===== config.mk =====
export PLATFORM = sky130hd
export DESIGN_NAME = sra_ctrl
export DESIGN_NICKNAME = d
export VERILOG_FILES = /design/src/sv/staging_ring_allocator_top_defines.svh /design/src/sv/sra_pkg.sv /design/src/sv/sra_ctrl.sv
export SDC_FILE = /design/constraint.sdc
export NUM_CORES = 1
export LEC_CHECK = 0
export BUFFER_PORTS_ARGS = -buffer_cell sky130_fd_sc_hd__buf_2
export CORE_AREA = 2 2 39 41
export CTS_BUF_LIST = sky130_fd_sc_hd__clkbuf_8
export CTS_CLUSTER_DIAMETER = 30
export DETAILED_ROUTE_END_ITERATION = 10
export DIE_AREA = 0 0 41 43
export PLACE_DENSITY = 0.45
export SETUP_SLACK_MARGIN = 0.3
export SYNTH_ARGS = -nofsm -noshare
export SYNTH_HDL_FRONTEND = slang
export SYNTH_SLANG_ARGS = --single-unit

===== constraint.sdc =====
create_clock -name i_clk -period 3.4 [get_ports i_clk]
set_input_delay 0.85 -clock i_clk [delete_from_list [all_inputs] [get_ports i_clk]]
set_output_delay 0.85 -clock i_clk [all_outputs]
set_load 0.05 [all_outputs]

===== src/sv/staging_ring_allocator_top_defines.svh =====
// ----------------------------------------------------------------------------
// staging_ring_allocator_top_defines
// assertion macros for the staging ring allocator
// ----------------------------------------------------------------------------
`ifndef STAGING_RING_ALLOCATOR_TOP_DEFINES_SVH
`define STAGING_RING_ALLOCATOR_TOP_DEFINES_SVH
`ifndef SYNTHESIS
`define SRA_ASSERT_IMPL(label, clk, rst_n, a, c, msg) \
    label: assert property (@(posedge clk) disable iff (!rst_n) (a) |-> (c)) else $error(msg);
`define SRA_ASSERT_NEXT(label, clk, rst_n, a, c, msg) \
    label: assert property (@(posedge clk) disable iff (!rst_n) (a) |=> (c)) else $error(msg);
`else
`define SRA_ASSERT_IMPL(label, clk, rst_n, a, c, msg)
`define SRA_ASSERT_NEXT(label, clk, rst_n, a, c, msg)
`endif
`endif


===== src/sv/sra_pkg.sv =====
// ----------------------------------------------------------------------------
// sra_pkg
// shared types and codes of the staging ring allocator
// ----------------------------------------------------------------------------
package sra_pkg;
    localparam logic [1:0] ST_GRANTED  = 2'd0;
    localparam logic [1:0] ST_BAD_SIZE = 2'd1;
    localparam logic [1:0] ST_FULL     = 2'd2;
    localparam logic [1:0] ST_FIFO     = 2'd3;
    localparam logic       REQ_ALLOC   = 1'b0;
    localparam logic       REQ_RESET   = 1'b1;
    localparam logic [0:0] REG_CAP     = 1'b0;
    localparam logic [0:0] REG_BASE    = 1'b1;

    // controller to datapath commands
    typedef struct packed {
        logic load;      // capture request fields
        logic empty;     // empty ring
        logic rd_first;  // issue read of oldest entry
        logic pop;       // pop oldest entry (read data valid)
        logic renorm;    // renormalize if fifo empty
        logic div_start; // start head % cap
        logic rd_last;   // issue read of newest entry
        logic decide;    // evaluate and commit
        logic out_load;  // load result register
    } t_cmd;

    // datapath to controller status
    typedef struct packed {
        logic req_reset;
        logic fifo_empty;
        logic can_pop;
        logic div_done;
        logic bad_size;
    } t_sts;
endpackage


===== src/sv/sra_ctrl.sv =====
// ----------------------------------------------------------------------------
// sra_ctrl
// sequencer for one request: reclaim walk, modulo, decision, output
// ----------------------------------------------------------------------------
module sra_ctrl (
    input  logic          i_clk,
    input  logic          i_rst_n,
    input  logic          i_in_valid,
    output logic          o_in_ready,
    input  logic          i_out_busy,
    input  sra_pkg::t_sts i_sts,
    output sra_pkg::t_cmd o_cmd
);
    import sra_pkg::*;

    localparam logic [2:0] S_IDLE  = 3'd0;
    localparam logic [2:0] S_RD    = 3'd1;
    localparam logic [2:0] S_CHK   = 3'd2;
    localparam logic [2:0] S_DIV   = 3'd3;
    localparam logic [2:0] S_LAST  = 3'd4;
    localparam logic [2:0] S_DEC   = 3'd5;
    localparam logic [2:0] S_OUT   = 3'd6;

    logic [2:0] r_state, n_state;

    always_ff @(posedge i_clk) begin
        if (!i_rst_n) r_state <= S_IDLE;
        else          r_state <= n_state;
    end

    // next state and commands
    always_comb begin
        n_state    = r_state;
        o_cmd      = '0;
        o_in_ready = 1'b0;
        case (r_state)
            S_IDLE: begin
                o_in_ready = 1'b1;
                if (i_in_valid) begin
                    o_cmd.load = 1'b1;
                    n_state    = S_RD;
                end
            end
            S_RD: begin
                if (i_sts.req_reset) begin
                    o_cmd.empty = 1'b1;
                    n_state     = S_OUT;
                end else if (i_sts.fifo_empty) begin
                    o_cmd.renorm = 1'b1;
                    n_state      = S_DIV;
                end else begin
                    o_cmd.rd_first = 1'b1;
                    n_state        = S_CHK;
                end
            end
            S_CHK: begin
                if (i_sts.can_pop) begin
                    o_cmd.pop = 1'b1;
                    n_state   = S_RD;
                end else begin
                    n_state = S_DIV;
                end
            end
            S_DIV: begin
                if (i_sts.bad_size) begin
                    n_state = S_DEC;
                end else begin
                    o_cmd.div_start = 1'b1;
                    n_state         = S_LAST;
                end
            end
            S_LAST: begin
                o_cmd.rd_last = 1'b1;
                if (i_sts.div_done) n_state = S_DEC;
            end
            S_DEC: begin
                o_cmd.decide = 1'b1;
                n_state      = S_OUT;
            end
            // hold the result until the output register is free
            S_OUT: begin
                if (!i_out_busy) begin
                    o_cmd.out_load = 1'b1;
                    n_state        = S_IDLE;
                end
            end
            default: n_state = S_IDLE;
        endcase
    end
endmodule


==> run_summary.xml <==
<?xml version="1.0" encoding="UTF-8"?>
<metrics>
  <group name="global_routing">
    <metric name="grt_first_pass_wirelength" unit="mm">1.12</metric>
    <metric name="grt_busiest_layer" unit="">met2</metric>
    <metric name="grt.overflow.total" unit="">0</metric>
    <metric name="antenna_violations_before_repair" unit="">0</metric>
    <metric name="global_route.usage.met2" unit="">0.131</metric>
    <metric name="grt_util_met3" unit="">0.0157</metric>
    <metric name="grtUsageTotal" unit="">0.0943</metric>
    <metric name="pin_count_of_the_biggest_net_entering_global_routing" unit="">18</metric>
    <metric name="grt_pass1_vias" unit="">283</metric>
    <metric name="groute.layer.met1.usage" unit="">0.119</metric>
  </group>
  <group name="sta">
    <metric name="fin_skew" unit="ns">0.000635</metric>
    <metric name="timing.final.crit_period" unit="ns">2.37</metric>
    <metric name="fin_tns_setup" unit="ns">0</metric>
    <metric name="worst_pin_slew" unit="ns">0.626</metric>
    <metric name="number_of_endpoints_failing_setup_at_the_final_stage" unit="">0</metric>
    <metric name="fmax" unit="MHz">421</metric>
    <metric name="fin_crit_sh" unit="">0.698</metric>
    <metric name="maxSlewViolCount" unit="">0</metric>
    <metric name="unrepaired_setup_endpoints_after_global_routing" unit="">false</metric>
    <metric name="final_hold_viol_count" unit="">0</metric>
    <metric name="maxSlewHeadroom" unit="">0.582</metric>
  </group>
  <group name="cts">
    <metric name="clk_transition_reported_paths" unit="ns">0.03</metric>
    <metric name="clkSinkCount" unit="">3</metric>
    <metric name="post_cts_setup_driven_buffer_insertion_count" unit="">0</metric>
    <metric name="cts_hold_repair.buffers" unit="">0</metric>
    <metric name="cts-resized-gates" unit="">0</metric>
    <metric name="cts-root-to-sink-buffers" unit="">2</metric>
    <metric name="clock_buffers_created_by_tritoncts" unit="">3</metric>
    <metric name="cts.root.buffer_cell" unit="">sky130_fd_sc_hd__clkbuf_8</metric>
    <metric name="htree_levels" unit="">1</metric>
    <metric name="insertion_delay" unit="ns">0.21</metric>
    <metric name="cts_tree" unit="">done</metric>
  </group>
  <group name="finish">
    <metric name="top_regs" unit="">r_state (3)</metric>
    <metric name="largest_register_ff_count" unit="">3</metric>
    <metric name="multi_input_comb_area" unit="µm²">233</metric>
    <metric name="final_layout_size_suffix_gt1_frac" unit="">0.491</metric>
    <metric name="num_antenna_cells" unit="">0</metric>
    <metric name="regArea" unit="µm²">60.1</metric>
    <metric name="finalCoreUtilization" unit="">0.324</metric>
    <metric name="fillCellCount" unit="">151</metric>
    <metric name="layout.nets" unit="">67</metric>
    <metric name="area_growth" unit="%">43.2</metric>
    <metric name="registers.top_by_ff_count" unit="">r_state</metric>
  </group>
  <group name="worst_setup_path">
    <metric name="cp.arrival" unit="ns">1.52</metric>
    <metric name="timing.reg2reg.setup_slack" unit="ns">2.07</metric>
    <metric name="worstSetupPathType" unit="">input pin to output port</metric>
    <metric name="crit_fanout" unit="">5</metric>
    <metric name="worstSetupStartpointType" unit="">input pin</metric>
    <metric name="crit_path_end_kind" unit="">output port</metric>
    <metric name="critPathRequiredTime" unit="ns">2.55</metric>
  </group>
  <group name="floorplanning">
    <metric name="core.rowCount" unit="">14</metric>
    <metric name="die_area" unit="mm²">0.00176</metric>
    <metric name="die_w" unit="µm">41</metric>
    <metric name="core_region_area" unit="mm²">0.00138</metric>
    <metric name="floorplan.die.height" unit="µm">43</metric>
    <metric name="initial_core_utilization" unit="">0.226</metric>
    <metric name="design.portCount" unit="">19</metric>
  </group>
  <group name="power">
    <metric name="post-layout-total-power" unit="mW">0.312</metric>
    <metric name="power-per-cell-area" unit="mW/mm²">696</metric>
    <metric name="ir_drop" unit="mV">0.220</metric>
    <metric name="comb_power_share" unit="">0.443</metric>
    <metric name="swShare" unit="">0.463</metric>
    <metric name="share_seq_of_total_power" unit="">0.239</metric>
    <metric name="power.internal" unit="mW">0.168</metric>
    <metric name="power.share.clock" unit="">0.318</metric>
    <metric name="switchingPower" unit="mW">0.144</metric>
    <metric name="total_leakage_power" unit="nW">0.214</metric>
  </group>
  <group name="detailed_routing">
    <metric name="antenna_left" unit="">0</metric>
    <metric name="drt_iter0_markers" unit="">4</metric>
    <metric name="drt-pass1-iter-count" unit="">4</metric>
    <metric name="wl_per_cell" unit="µm">9.86</metric>
    <metric name="wirelength" unit="µm">720</metric>
    <metric name="detail_route.drc_violations" unit="">0</metric>
    <metric name="route.vias.total" unit="">334</metric>
    <metric name="route.detailed.vias_per_inst" unit="">4.58</metric>
  </group>
  <group name="synthesis">
    <metric name="ys_types" unit="">24</metric>
    <metric name="syn_nets" unit="">48</metric>
    <metric name="syn-cell-area" unit="µm²">313</metric>
    <metric name="seq_area_frac_synth" unit="">0.192</metric>
    <metric name="post_synth.cell_area_avg" unit="µm²">8.02</metric>
    <metric name="yosys_warnings" unit="">0</metric>
    <metric name="synthesis.instances" unit="">39</metric>
    <metric name="synth_seq_cells" unit="">3</metric>
  </group>
  <group name="worst_hold_path">
    <metric name="hold_path.class" unit="">register to register</metric>
  </group>
  <group name="placement">
    <metric name="port_buffers" unit="">18</metric>
    <metric name="gp_weighted_congestion" unit="">0.660</metric>
  </group>
  <group name="run">
    <metric name="drv.max_cap_violation_count" unit="">0</metric>
  </group>
  <group name="outcome">
    <metric name="outcome" unit="">finished clean</metric>
  </group>
</metrics>
layer usage:
layer	wire, µm	share of wire	up-vias
li1	-	-	176
met1	370	0.51	139
met2	297	0.41	19
met3	52	0.072	0
met4	0	0	0
met5	0	0	-
worst max-delay path, stage by stage:
cell                     delay [ns]
sky130_fd_sc_hd__buf_2         0.14
sky130_fd_sc_hd__nor4_2        0.23
sky130_fd_sc_hd__buf_2         0.30
final cells by class:
type                            count  area share
Timing Repair Buffer               18       0.201
Clock inverter                      1     0.00838
Sequential cell                     3       0.134
Clock buffer                        3      0.0922
Tap cell                           16      0.0447
Multi-Input combinational cell     32       0.520
layout by cell type (no fill, tap or decap):
cell | netlist | layout
sky130_fd_sc_hd__buf_2 | 2 | 18
sky130_fd_sc_hd__nor2_1 | 4 | 4
sky130_fd_sc_hd__nand2_1 | 4 | 4
sky130_fd_sc_hd__nor3_1 | 3 | 3
sky130_fd_sc_hd__clkbuf_8 | 0 | 3
sky130_fd_sc_hd__dfxtp_1 | 3 | 3
sky130_fd_sc_hd__nor3b_1 | 2 | 2
sky130_fd_sc_hd__a21boi_0 | 2 | 2
sky130_fd_sc_hd__a21oi_1 | 2 | 2
sky130_fd_sc_hd__and2_2 | 1 | 1
sky130_fd_sc_hd__nand2b_2 | 1 | 1
sky130_fd_sc_hd__nor4b_2 | 0 | 1
sky130_fd_sc_hd__nor4_2 | 0 | 1
sky130_fd_sc_hd__and2_1 | 1 | 1
sky130_fd_sc_hd__o21bai_1 | 1 | 1
sky130_fd_sc_hd__a22oi_1 | 1 | 1
sky130_fd_sc_hd__o211a_1 | 1 | 1
sky130_fd_sc_hd__nand2b_1 | 1 | 1
sky130_fd_sc_hd__o21a_1 | 1 | 1
sky130_fd_sc_hd__nor4b_4 | 1 | 1
sky130_fd_sc_hd__a21oi_2 | 1 | 1
sky130_fd_sc_hd__or2b_1 | 1 | 1
sky130_fd_sc_hd__or3_1 | 1 | 1
sky130_fd_sc_hd__a211oi_2 | 1 | 1
sky130_fd_sc_hd__inv_1 | 0 | 1
synth_stat cells:
| library cell | number | area [µm²] |
|---|---|---|
| sky130_fd_sc_hd__a211oi_2 | 1 | 12.5 |
| sky130_fd_sc_hd__a21boi_0 | 2 | 15.0 |
| sky130_fd_sc_hd__a21oi_1 | 2 | 10.0 |
| sky130_fd_sc_hd__a21oi_2 | 1 | 8.76 |
| sky130_fd_sc_hd__a22oi_1 | 1 | 7.51 |
| sky130_fd_sc_hd__and2_1 | 1 | 6.26 |
| sky130_fd_sc_hd__and2_2 | 1 | 7.51 |
| sky130_fd_sc_hd__buf_2 | 2 | 10.0 |
| sky130_fd_sc_hd__buf_6 | 2 | 22.5 |
| sky130_fd_sc_hd__dfxtp_1 | 3 | 60.1 |
| sky130_fd_sc_hd__nand2_1 | 4 | 15.0 |
| sky130_fd_sc_hd__nand2b_1 | 1 | 6.26 |
| sky130_fd_sc_hd__nand2b_2 | 1 | 8.76 |
| sky130_fd_sc_hd__nor2_1 | 4 | 15.0 |
| sky130_fd_sc_hd__nor3_1 | 3 | 15.0 |
| sky130_fd_sc_hd__nor3b_1 | 2 | 15.0 |
| sky130_fd_sc_hd__nor4_1 | 1 | 6.26 |
| sky130_fd_sc_hd__nor4b_1 | 1 | 8.76 |
| sky130_fd_sc_hd__nor4b_4 | 1 | 23.8 |
| sky130_fd_sc_hd__o211a_1 | 1 | 10.0 |
| sky130_fd_sc_hd__o21a_1 | 1 | 7.51 |
| sky130_fd_sc_hd__o21bai_1 | 1 | 7.51 |
| sky130_fd_sc_hd__or2b_1 | 1 | 7.51 |
| sky130_fd_sc_hd__or3_1 | 1 | 6.26 |
stage by stage:
| stage | instances | worst slack (ns) | instance area, µm² | hold WS (ns) |
|---|---|---|---|---|
| finish | 73 | 1.03 | 448 | 0.652 |
| floorplan | 39 | 0.386 | 325 | 0.621 |
| detailed placement | 69 | 1.01 | 403 | 0.650 |
| CTS | 73 | 1.01 | 448 | 0.657 |
| global route | 73 | 0.884 | 448 | 0.697 |
| global placement | 69 | 1.04 | 403 | 0.677 |
cells by family after synthesis:
| family | count (synthesis) | share of synthesized area |
|---|---|---|
| buffers and inverters | 4 | 0.104 |
| AND/OR/NAND/NOR | 22 | 0.452 |
| flip-flops | 3 | 0.192 |
| AO/OA/AOI/OAI | 10 | 0.252 |
final timing paths:
check             start    endpoint  cells past startpoint
min reg2reg  r_state[0]  r_state[0]                      1
max            i_sts[4]    o_cmd[6]                      3
max reg2reg  r_state[1]  r_state[1]                      3
min          r_state[0]  r_state[0]                      1
power groups by stage:
stage                     logic (mW)  clock network (mW)  registers [mW]
after detailed placement       0.138                   0          0.0751
after global placement         0.139                   0          0.0768
after CTS                      0.139               0.103          0.0747
after global routing           0.150               0.105          0.0790
after floorplan                0.148                   0          0.0479
final                          0.138              0.0990          0.0746
Power figures use the tool's default switching activity.
